===== config.mk =====
export PLATFORM = sky130hd
export DESIGN_NAME = klh_front
export DESIGN_NICKNAME = d
export VERILOG_FILES = /design/src/rtl/keyed_log2_histogram_defines.svh /design/src/rtl/klh_pkg.sv /design/src/rtl/klh_front.sv
export SDC_FILE = /design/constraint.sdc
export NUM_CORES = 1
export LEC_CHECK = 0
export ABC_AREA = 1
export BUFFER_PORTS_ARGS = -buffer_cell sky130_fd_sc_hd__buf_2
export CAP_MARGIN = 20
export CORE_AREA = 5 5 90 92
export DETAILED_ROUTE_END_ITERATION = 8
export DIE_AREA = 0 0 95 97
export PLACE_DENSITY = 0.66
export SLEW_MARGIN = 10
export SYNTH_ARGS = -nofsm -noshare
export SYNTH_HDL_FRONTEND = slang
export SYNTH_SLANG_ARGS = --single-unit
export TNS_END_PERCENT = 10

===== constraint.sdc =====
create_clock -name vclk -period 6.1
set_clock_uncertainty 0.2 [all_clocks]
set_input_delay 1.22 -clock vclk [all_inputs]
set_output_delay 1.22 -clock vclk [all_outputs]
set_load 0.01 [all_outputs]

===== src/rtl/keyed_log2_histogram_defines.svh =====
// Assertion macros shared by the histogram RTL.
// Depends on a clk and an active-low rst_n in the module that uses them.
`ifndef KEYED_LOG2_HISTOGRAM_DEFINES_SVH
`define KEYED_LOG2_HISTOGRAM_DEFINES_SVH

// Check a condition at every clock edge outside reset.
`define KLH_ASSERT(label, cond) \
  label: assert property (@(posedge clk) disable iff (!rst_n) (cond)) \
    else $error("%m: assertion failed");

// Check that a condition implies another in the same cycle.
`define KLH_ASSERT_IMP(label, ante, cons) \
  label: assert property (@(posedge clk) disable iff (!rst_n) (ante) |-> (cons)) \
    else $error("%m: assertion failed");

// Check that a condition implies another in the next cycle.
`define KLH_ASSERT_NEXT(label, ante, cons) \
  label: assert property (@(posedge clk) disable iff (!rst_n) (ante) |=> (cons)) \
    else $error("%m: assertion failed");

`endif


===== src/rtl/klh_pkg.sv =====
// Types, codes and helpers for the keyed log2 histogram.
// No dependencies; used by all histogram modules.
`default_nettype none

package klh_pkg;

  // Input action codes.
  localparam logic [1:0] ACT_RECORD = 2'd0;
  localparam logic [1:0] ACT_MERGE  = 2'd1;

  // Result status codes.
  localparam logic [1:0] ST_OK      = 2'd0;
  localparam logic [1:0] ST_ZERO    = 2'd1;
  localparam logic [1:0] ST_FULL    = 2'd2;
  localparam logic [1:0] ST_MISSING = 2'd3;

  localparam int unsigned KEY_W   = 64;
  localparam int unsigned CNT_W   = 32;
  localparam int unsigned BIDX_W  = 6;
  localparam logic [CNT_W-1:0] CNT_MAX = '1;

  typedef enum logic [1:0] {
    OP_RECORD = 2'd0,
    OP_MERGE  = 2'd1,
    OP_READ   = 2'd2
  } op_t;

  // One classified beat passed from front to back.
  typedef struct packed {
    op_t               op;
    logic              zero;
    logic [KEY_W-1:0]  key;
    logic [BIDX_W-1:0] bin;
    logic [CNT_W-1:0]  addend;
  } item_t;

  // Queue status seen by the back end.
  typedef struct packed {
    logic valid;
    logic full;
  } q_stat_t;

  // Position of the highest set bit; zero for zero.
  function automatic logic [4:0] floor_log2(input logic [31:0] v);
    logic [4:0] r;
    r = 5'd0;
    for (int i = 1; i < 32; i++) begin
      if (v[i]) r = 5'(i);
    end
    return r;
  endfunction

endpackage

`default_nettype wire


===== src/rtl/klh_front.sv =====
// Front end: decodes the action, picks and clamps the bin, flags zero samples.
// Depends on klh_pkg.
`default_nettype none

module klh_front #(
  parameter int unsigned BIN_COUNT = 32
) (
  input  wire logic [1:0]  in_action,
  input  wire logic [63:0] in_key,
  input  wire logic [31:0] in_value,
  input  wire logic [4:0]  in_bin,
  input  wire logic [31:0] in_merge_count,
  output klh_pkg::item_t   item
);

  logic [klh_pkg::BIDX_W-1:0] raw_bin;

  // Decode action; unused code reads.
  always_comb begin
    item.key    = in_key;
    item.zero   = 1'b0;
    item.addend = in_merge_count;
    raw_bin     = {1'b0, in_bin};
    unique case (in_action)
      klh_pkg::ACT_RECORD: begin
        item.op     = klh_pkg::OP_RECORD;
        item.zero   = (in_value == 32'd0);
        item.addend = 32'd1;
        raw_bin     = {1'b0, klh_pkg::floor_log2(in_value)};
      end
      klh_pkg::ACT_MERGE: begin
        item.op = klh_pkg::OP_MERGE;
      end
      default: begin
        item.op = klh_pkg::OP_READ;
      end
    endcase
    // Clamp bin to the last one.
    if ({1'b0, raw_bin} >= 7'(BIN_COUNT)) begin
      item.bin = klh_pkg::BIDX_W'(BIN_COUNT - 1);
    end else begin
      item.bin = raw_bin;
    end
  end

endmodule

`default_nettype wire


==> impl_metrics.toml <==
[outcome]
status = "finished, final reports clean"

[synth]
synthDistinctLibCells = 16
synthCells = 250
synth_commonest_cells = "buf_4 (65), inv_1 (55), nor2_1 (54)"
yosysMostFrequentCell = "buf_4"
avgSynthCellArea_um2 = 4.860
synthesis.area_um2 = 1215
synth_nets = 385
seq_area_frac_synth = 0
synth_top_cell_by_area = "buf_4"
ys_warn_count = 0
synth.top_cells.by_area = "buf_4 (40%), inv_1 (17%), nor2_1 (17%), nand2_1 (15%), inv_2 (2.5%)"
synth_top_area_frac = 0.4016

[worst_setup_path]
crit_top_cell = "nand2_1"
crit_path_max_incr_delay_ps = 130
cp.arrival_ps = 2980
cp.required_ps = 4680
critPathLaunch = "in_value[2]"
startpoint_type = "input port"
cp_max_fo = 2
crit_path_end_kind = "output port"
worstSetupPathType = "in -> out"
crit_slowest_cell = "buf_2"
cp_top_family = "simple AND/OR/NAND/NOR gates"
critical_path_buf_inv_count = 3

[clock_network]
post_cts_resized = 0
ctsHoldBuffers = 0
postCtsSetupRepairBufs = 0

[floorplan]
row_count = 31
io_pins = 240
dieWidth_um = 95
start_util = 0.1702
core_um2 = 7137
die_area_um2 = 9215
die_h_um = 97

[timing]
drv_slew = 0
min_period_over_period = 0.7213
max_clock_freq_ghz = 0.2273
setup_violations = 0
setup_tns_ps = 0
period_needed_ps = 4400
hold_violations = 0
rsz0062_at_grt = "false"

[power_and_ir_drop]
p_int_mw = 0.04033
sequentialPowerShare = 0
power_density_nw_per_um2 = 61.77
swShare = 0.5328
power.total_mw = 0.08633
clkPwrFrac = 0
power_frac_comb = 1.000
ir_drop_mv = 0.01831
switchingPower_mw = 0.04600
static-leakage-power_nw = 1.008

[cells_and_area]
fin_cells = 391
numSequentialCells = 0
num_antenna_cells = 0
seq_area_um2 = 0
fin_util = 0.1958
final_layout_size_suffix_gt1_frac = 0.4178
final_area_um2 = 1398
areaGrowthSynthToFinish_pct = 15.04
clkbuf_count = 0
fin_nets = 429

[drt]
routed_via_density = 3.604
wl_per_cell_um = 10.66
dr.pass1.iters = 3
vias = 1409
drt_iter0_markers = 11
drc_errors = 0
antenna_left = 0
drt-total-wl_um = 4170

[global_route]
grt_pass1_wl_um = 6423
globalRouteOverflowTotal = 0
grt_use_total = 0.08409
antenna_found_initial = 0
grt_pass1_vias = 1412
grt_max_degree = 38

[placed_design]
dp_hpwl_um = 3803
placed_area_um2 = 1398
gp_congestion = 0.6930
post-place-cells = 391
io_buffers = 111

[min_path]
min_from = "in_key[2]"
hold_path_depth = 0
holdCritPathClass = "in -> out"
holdPathEnd = "item[40]"

[flow_run]
maxCapViolations = 0
worst max path at each step:
stage / to / cells after the start
after global routing: item[32] / 33
final: item[32] / 33
after floorplan: item[32] / 31
after CTS: item[32] / 33
after detailed placement: item[32] / 33
after global placement: item[32] / 33
layer usage:
| metal | part of all wire | vias to the layer above | GRT usage |
|---|---|---|---|
| met3 | 0.090 | 44 | 0.01241 |
| li1 | - | 720 | - |
| met5 | 0 | - | 0 |
| met2 | 0.51 | 70 | 0.1600 |
| met4 | 0.065 | 0 | 0.04772 |
| met1 | 0.34 | 575 | 0.08380 |
layout make-up:
cell class         count  area, um^2
well taps             99       123.9
inverters             63       236.5
multi-input cells    117       474.2
repair buffers       112       563.0
fillers              885        5739
stage by stage:
step                setup WS, ps  hold slack (ps)
floorplan                   2054             2288
global placement            1666             2240
detailed placement          1670             2240
CTS                         1655             2240
global route                1333             2240
finish                      1700             2240
layout by cell type, fill, tap and decap left out, drive strengths merged:
cell type,instances
or2,1
nor4,1
conb,1
o21ai,2
nor2,54
inv,63
nand2,48
a31oi,3
a21oi,2
nand3,3
buf,112
or4,1
o21a,1
power by group through the flow:
stage          combinational, mW  sequential, mW  clock (mW)
6_report                  0.0863               0           0
5_1_grt                   0.0986               0           0
4_1_cts                   0.0883               0           0
3_5_place_dp              0.0879               0           0
3_3_place_gp              0.0862               0           0
2_1_floorplan             0.0851               0           0
cells by family (layout without fill, tap and decap cells):
kind of cell,Yosys count,count (layout),share of synthesized area
and+or+nand+nor,108,108,0.3440
other,1,1,0.003087
AOI/OAI and AO/OA,8,8,0.04120
buffers and inverters,133,175,0.6117
Note: power is estimated with default switching activity, not from simulation.
