### src/rtl/keyed_log2_histogram_defines.svh
// Assertion macros shared by the histogram RTL.
// Depends on a clk and an active-low rst_n in the module that uses them.
`ifndef KEYED_LOG2_HISTOGRAM_DEFINES_SVH
`define KEYED_LOG2_HISTOGRAM_DEFINES_SVH

// Check a condition at every clock edge outside reset.
`define KLH_ASSERT(label, cond) \
  label: assert property (@(posedge clk) disable iff (!rst_n) (cond)) \
    else $error("%m: assertion failed");

// Check that a condition implies another in the same cycle.
`define KLH_ASSERT_IMP(label, ante, cons) \
  label: assert property (@(posedge clk) disable iff (!rst_n) (ante) |-> (cons)) \
    else $error("%m: assertion failed");

// Check that a condition implies another in the next cycle.
`define KLH_ASSERT_NEXT(label, ante, cons) \
  label: assert property (@(posedge clk) disable iff (!rst_n) (ante) |=> (cons)) \
    else $error("%m: assertion failed");

`endif

### src/rtl/klh_pkg.sv
// Types, codes and helpers for the keyed log2 histogram.
// No dependencies; used by all histogram modules.
`default_nettype none

package klh_pkg;

  // Input action codes.
  localparam logic [1:0] ACT_RECORD = 2'd0;
  localparam logic [1:0] ACT_MERGE  = 2'd1;

  // Result status codes.
  localparam logic [1:0] ST_OK      = 2'd0;
  localparam logic [1:0] ST_ZERO    = 2'd1;
  localparam logic [1:0] ST_FULL    = 2'd2;
  localparam logic [1:0] ST_MISSING = 2'd3;

  localparam int unsigned KEY_W   = 64;
  localparam int unsigned CNT_W   = 32;
  localparam int unsigned BIDX_W  = 6;
  localparam logic [CNT_W-1:0] CNT_MAX = '1;

  typedef enum logic [1:0] {
    OP_RECORD = 2'd0,
    OP_MERGE  = 2'd1,
    OP_READ   = 2'd2
  } op_t;

  // One classified beat passed from front to back.
  typedef struct packed {
    op_t               op;
    logic              zero;
    logic [KEY_W-1:0]  key;
    logic [BIDX_W-1:0] bin;
    logic [CNT_W-1:0]  addend;
  } item_t;

  // Queue status seen by the back end.
  typedef struct packed {
    logic valid;
    logic full;
  } q_stat_t;

  // Position of the highest set bit; zero for zero.
  function automatic logic [4:0] floor_log2(input logic [31:0] v);
    logic [4:0] r;
    r = 5'd0;
    for (int i = 1; i < 32; i++) begin
      if (v[i]) r = 5'(i);
    end
    return r;
  endfunction

endpackage

`default_nettype wire

### src/rtl/klh_queue.sv
// Two-entry queue between front and back ends.
// Depends on klh_pkg.
`default_nettype none

module klh_queue (
  input  wire logic           clk,
  input  wire logic           rst_n,
  input  wire logic           push,
  input  wire klh_pkg::item_t push_item,
  input  wire logic           pop,
  output klh_pkg::item_t      head,
  output klh_pkg::q_stat_t    stat
);

  klh_pkg::item_t mem_r [2];
  logic       wr_ptr_r, wr_ptr_nxt;
  logic       rd_ptr_r, rd_ptr_nxt;
  logic [1:0] cnt_r, cnt_nxt;

  // Advance pointers and count.
  always_comb begin
    wr_ptr_nxt = push ? ~wr_ptr_r : wr_ptr_r;
    rd_ptr_nxt = pop ? ~rd_ptr_r : rd_ptr_r;
    cnt_nxt    = cnt_r + 2'(push) - 2'(pop);
  end

  always_ff @(posedge clk) begin
    if (!rst_n) begin
      wr_ptr_r <= 1'b0;
      rd_ptr_r <= 1'b0;
      cnt_r    <= 2'd0;
    end else begin
      wr_ptr_r <= wr_ptr_nxt;
      rd_ptr_r <= rd_ptr_nxt;
      cnt_r    <= cnt_nxt;
    end
  end

  // Store pushed beats.
  always_ff @(posedge clk) begin
    if (push) mem_r[wr_ptr_r] <= push_item;
  end

  assign head       = mem_r[rd_ptr_r];
  assign stat.valid = (cnt_r != 2'd0);
  assign stat.full  = (cnt_r == 2'd2);

endmodule

`default_nettype wire

### config.mk
export PLATFORM = sky130hd
export DESIGN_NAME = klh_queue
export DESIGN_NICKNAME = d
export VERILOG_FILES = /design/src/rtl/keyed_log2_histogram_defines.svh /design/src/rtl/klh_pkg.sv /design/src/rtl/klh_queue.sv
export SDC_FILE = /design/constraint.sdc
export NUM_CORES = 1
export LEC_CHECK = 0
export BUFFER_PORTS_ARGS = -buffer_cell sky130_fd_sc_hd__buf_4
export CAP_MARGIN = 20
export CORE_ASPECT_RATIO = 1.25
export CORE_MARGIN = 1.5
export CORE_UTILIZATION = 51
export CTS_CLUSTER_DIAMETER = 40
export DETAILED_ROUTE_END_ITERATION = 10
export GPL_TIMING_DRIVEN = 0
export PLACE_DENSITY = 0.75
export SYNTH_ARGS = -nofsm -noshare
export SYNTH_HDL_FRONTEND = slang
export SYNTH_SLANG_ARGS = --single-unit
export TNS_END_PERCENT = 50
### constraint.sdc
create_clock -name clk -period 8.2 [get_ports clk]
set_clock_uncertainty 0.15 [all_clocks]
set_input_delay 1.64 -clock clk [delete_from_list [all_inputs] [get_ports clk]]
set_output_delay 1.64 -clock clk [all_outputs]
set_load 0.05 [all_outputs]
==> impl_metrics.py <==
metrics = {
    "status": {
        "status": "finished, final reports clean",
    },
    "yosys": {
        "synth_warnings": 0,
        "yosysTopAreaCellShare_pct": 78.29,
        "synth_area_leaders": "edfxtp_1, mux2_4, mux2_2, buf_12, dfxtp_1",
        "avgSynthCellArea_um2": 23.15,
        "synthCells": 348,
        "synth_fp_nets": 459,
        "ys_ff_latch": 215,
        "yosysTopAreaCell": "edfxtp_1",
        "ys_types": 16,
        "syn-cell-area_um2": 8055,
        "yosysSeqAreaShare_pct": 79.53,
    },
    "job": {
        "maxCapViolations": 0,
    },
    "clock_network": {
        "htreeDepth": 1,
        "cts_tree": "done",
        "cts_hold_buf": 0,
        "clk_pin_slew_ns": 0.06,
        "cts_buffers": 24,
        "post_cts_resized": 0,
        "postCtsSetupBuffers": 0,
        "clock_sinks": 215,
        "clkLatencyLatePin_ns": 0.49,
        "cts_buffer_depth": 3,
        "cts_root_buffer": "clkbuf_16",
    },
    "floorplanning": {
        "ios": 216,
        "die_w_um": 115.4,
        "die_h_um": 143.5,
        "die_area_um2": 16560,
        "design.core.area_um2": 15510,
        "start_util_pct": 51.95,
        "rows": 51,
    },
    "final_layout": {
        "final_util_pct": 69.98,
        "drive_gt1_share_pct": 62.01,
        "nets": 704,
        "layout_common_cells": "buf_4, edfxtp_1, mux2_2, mux2_4, clkbuf_16",
        "nFillCells": 1025,
        "synthToLayoutAreaGrowth_pct": 34.70,
        "regArea_um2": 6406,
        "diodes": 0,
        "multi_input_area_um2": 1500,
        "final_common_cell": "buf_4",
    },
    "timing": {
        "maxSlewViolCount": 0,
        "hold_viol": 0,
        "worst_pin_slew_ns": 1.023,
        "setup_viol_count_final": 0,
        "max_freq_mhz": 278.6,
        "rsz0062_at_grt": "no",
        "slew_headroom_pct": 31.67,
        "fin_crit_ns": 3.590,
        "fin_setup_tns_ns": 0,
        "finalCritPeriodShare_pct": 43.77,
    },
    "drt": {
        "drt-initial-drc-count": 235,
        "routedWlPerCell_um": 17.85,
        "via_per_inst": 4.937,
        "antenna_left": 0,
        "vias": 4048,
        "drt_pass1_iterations": 4,
        "drc": 0,
        "wl_um": 14630,
    },
    "setup_path": {
        "path_cells": "buf_6 -> buf_8 -> buf_12 -> mux2_4 -> buf_4",
        "critPathArrivalTime_ns": 1.80,
        "crit_buf_inv": 4,
        "path_class": "register to primary output",
        "crit_slowest_cell": "dfxtp_1",
        "worstPathRequired_ns": 6.41,
        "cp_max_fo": 10,
        "end_kind": "primary output",
        "startpoint_type": "register",
        "critPathTopFamily": "buffers and inverters",
        "max_stage_delay_ns": 0.32,
    },
    "place": {
        "io_buffers": 215,
        "gp_congestion": 0.7001,
        "dp_hpwl_um": 9976,
    },
    "power": {
        "ir_worst_vdd_v": 0.0002353,
        "p_per_area_nw_per_um2": 264.4,
        "switching_share_pct": 25.88,
        "switchingPower_mw": 0.7423,
        "power_mw": 2.869,
        "seqPwrFrac_pct": 44.8,
        "power_leakage_nw": 4.220,
        "p_int_mw": 2.126,
        "combPwrFrac_pct": 17.7,
        "clockPowerShare_pct": 37.5,
    },
    "grt": {
        "grt-ovfl-total": 0,
        "track_usage_pct": 16.75,
        "grt_max_degree": 54,
        "grt_first_pass_wirelength_um": 21250,
        "grt_pass1_vias": 4278,
        "antenna_found_initial": 0,
    },
    "min_path": {
        "min-delay-path-class": "register to register",
    },
}
-- worst paths after layout --
path / slack (ns) / cells past startpoint / start / to
setup / recovery: 4.61 / 5 / register / head[59]
hold / removal: 0.43 / 2 / rd_ptr_r / register
setup reg to reg: 6.05 / 3 / wr_ptr_r / mem_r[0][63]
hold reg to reg: 0.43 / 2 / rd_ptr_r / register
-- cell usage after synthesis --
library cell	number
nor2b_1	4
edfxtp_1	210
xnor3_1	1
and2_1	4
buf_6	1
ha_1	2
inv_1	2
buf_2	5
buf_8	1
mux2_2	55
dfxtp_1	5
mux2_4	50
buf_12	5
or2_2	1
o21a_1	1
xor2_1	1
-- routing by layer --
| metal | wire length [um] | vias to the layer above | GRT usage [%] |
|---|---|---|---|
| li1 | - | 1868 | - |
| met1 | 5096 | 1976 | 18.61 |
| met2 | 7769 | 178 | 30.58 |
| met3 | 1482 | 26 | 5.399 |
| met4 | 285 | 0 | 4.678 |
| met5 | 0 | - | 0 |
-- per-stage QoR --
stage,worst slack (ns),instances,area [um^2],hold WS [ns]
6_report,4.610,820,10850,0.4328
4_1_cts,4.556,820,10850,0.4409
3_3_place_gp,-1.234,775,9935,0.4177
2_1_floorplan,1.231,348,8055,0.4046
3_5_place_dp,4.605,779,10040,0.4283
5_1_grt,4.537,820,10850,0.4616
-- registers in the layout, summed over array words and instances, names as in the netlist, named ones only --
name and flops:
cnt_r 2, rd_ptr_r 1, wr_ptr_r 1, mem_r 210
-- cells by family after synthesis --
group	share of synthesized area, %
adders and majority gates	0.3106
xor gates and xnor gates	0.3883
DFF	79.53
muxes	17.01
and+or+nand+nor	0.6989
buffers and inverters	1.973
AOI/OAI and AO/OA	0.09323
-- final cells by class --
| type | instances | share of cell area [%] |
|---|---|---|
| Timing Repair Buffer | 219 | 15.75 |
| Multi-Input combinational cell | 119 | 13.83 |
| Clock buffer | 27 | 5.835 |
| Tap cell | 212 | 2.445 |
| Buffer | 12 | 1.395 |
| Inverter | 2 | 0.06919 |
| Sequential cell | 215 | 59.04 |
| Clock inverter | 14 | 1.637 |
-- worst reg2reg max path, delay by kind of cell (launching register included) --
family                 cells  cell delay [ns]
buffers and inverters      2             0.53
AND/OR/NAND/NOR            1             0.81
flip-flops                 1             0.34
-- power groups by stage --
stage / Combinational (mW) / Sequential (mW) / Clock (mW)
2_1_floorplan: 0.350 / 1.31 / 0
3_3_place_gp: 0.496 / 1.32 / 0
3_5_place_dp: 0.512 / 1.31 / 0
4_1_cts: 0.514 / 1.29 / 1.10
5_1_grt: 0.531 / 1.29 / 1.14
6_report: 0.508 / 1.29 / 1.08
(Power assumes the default switching activity.)
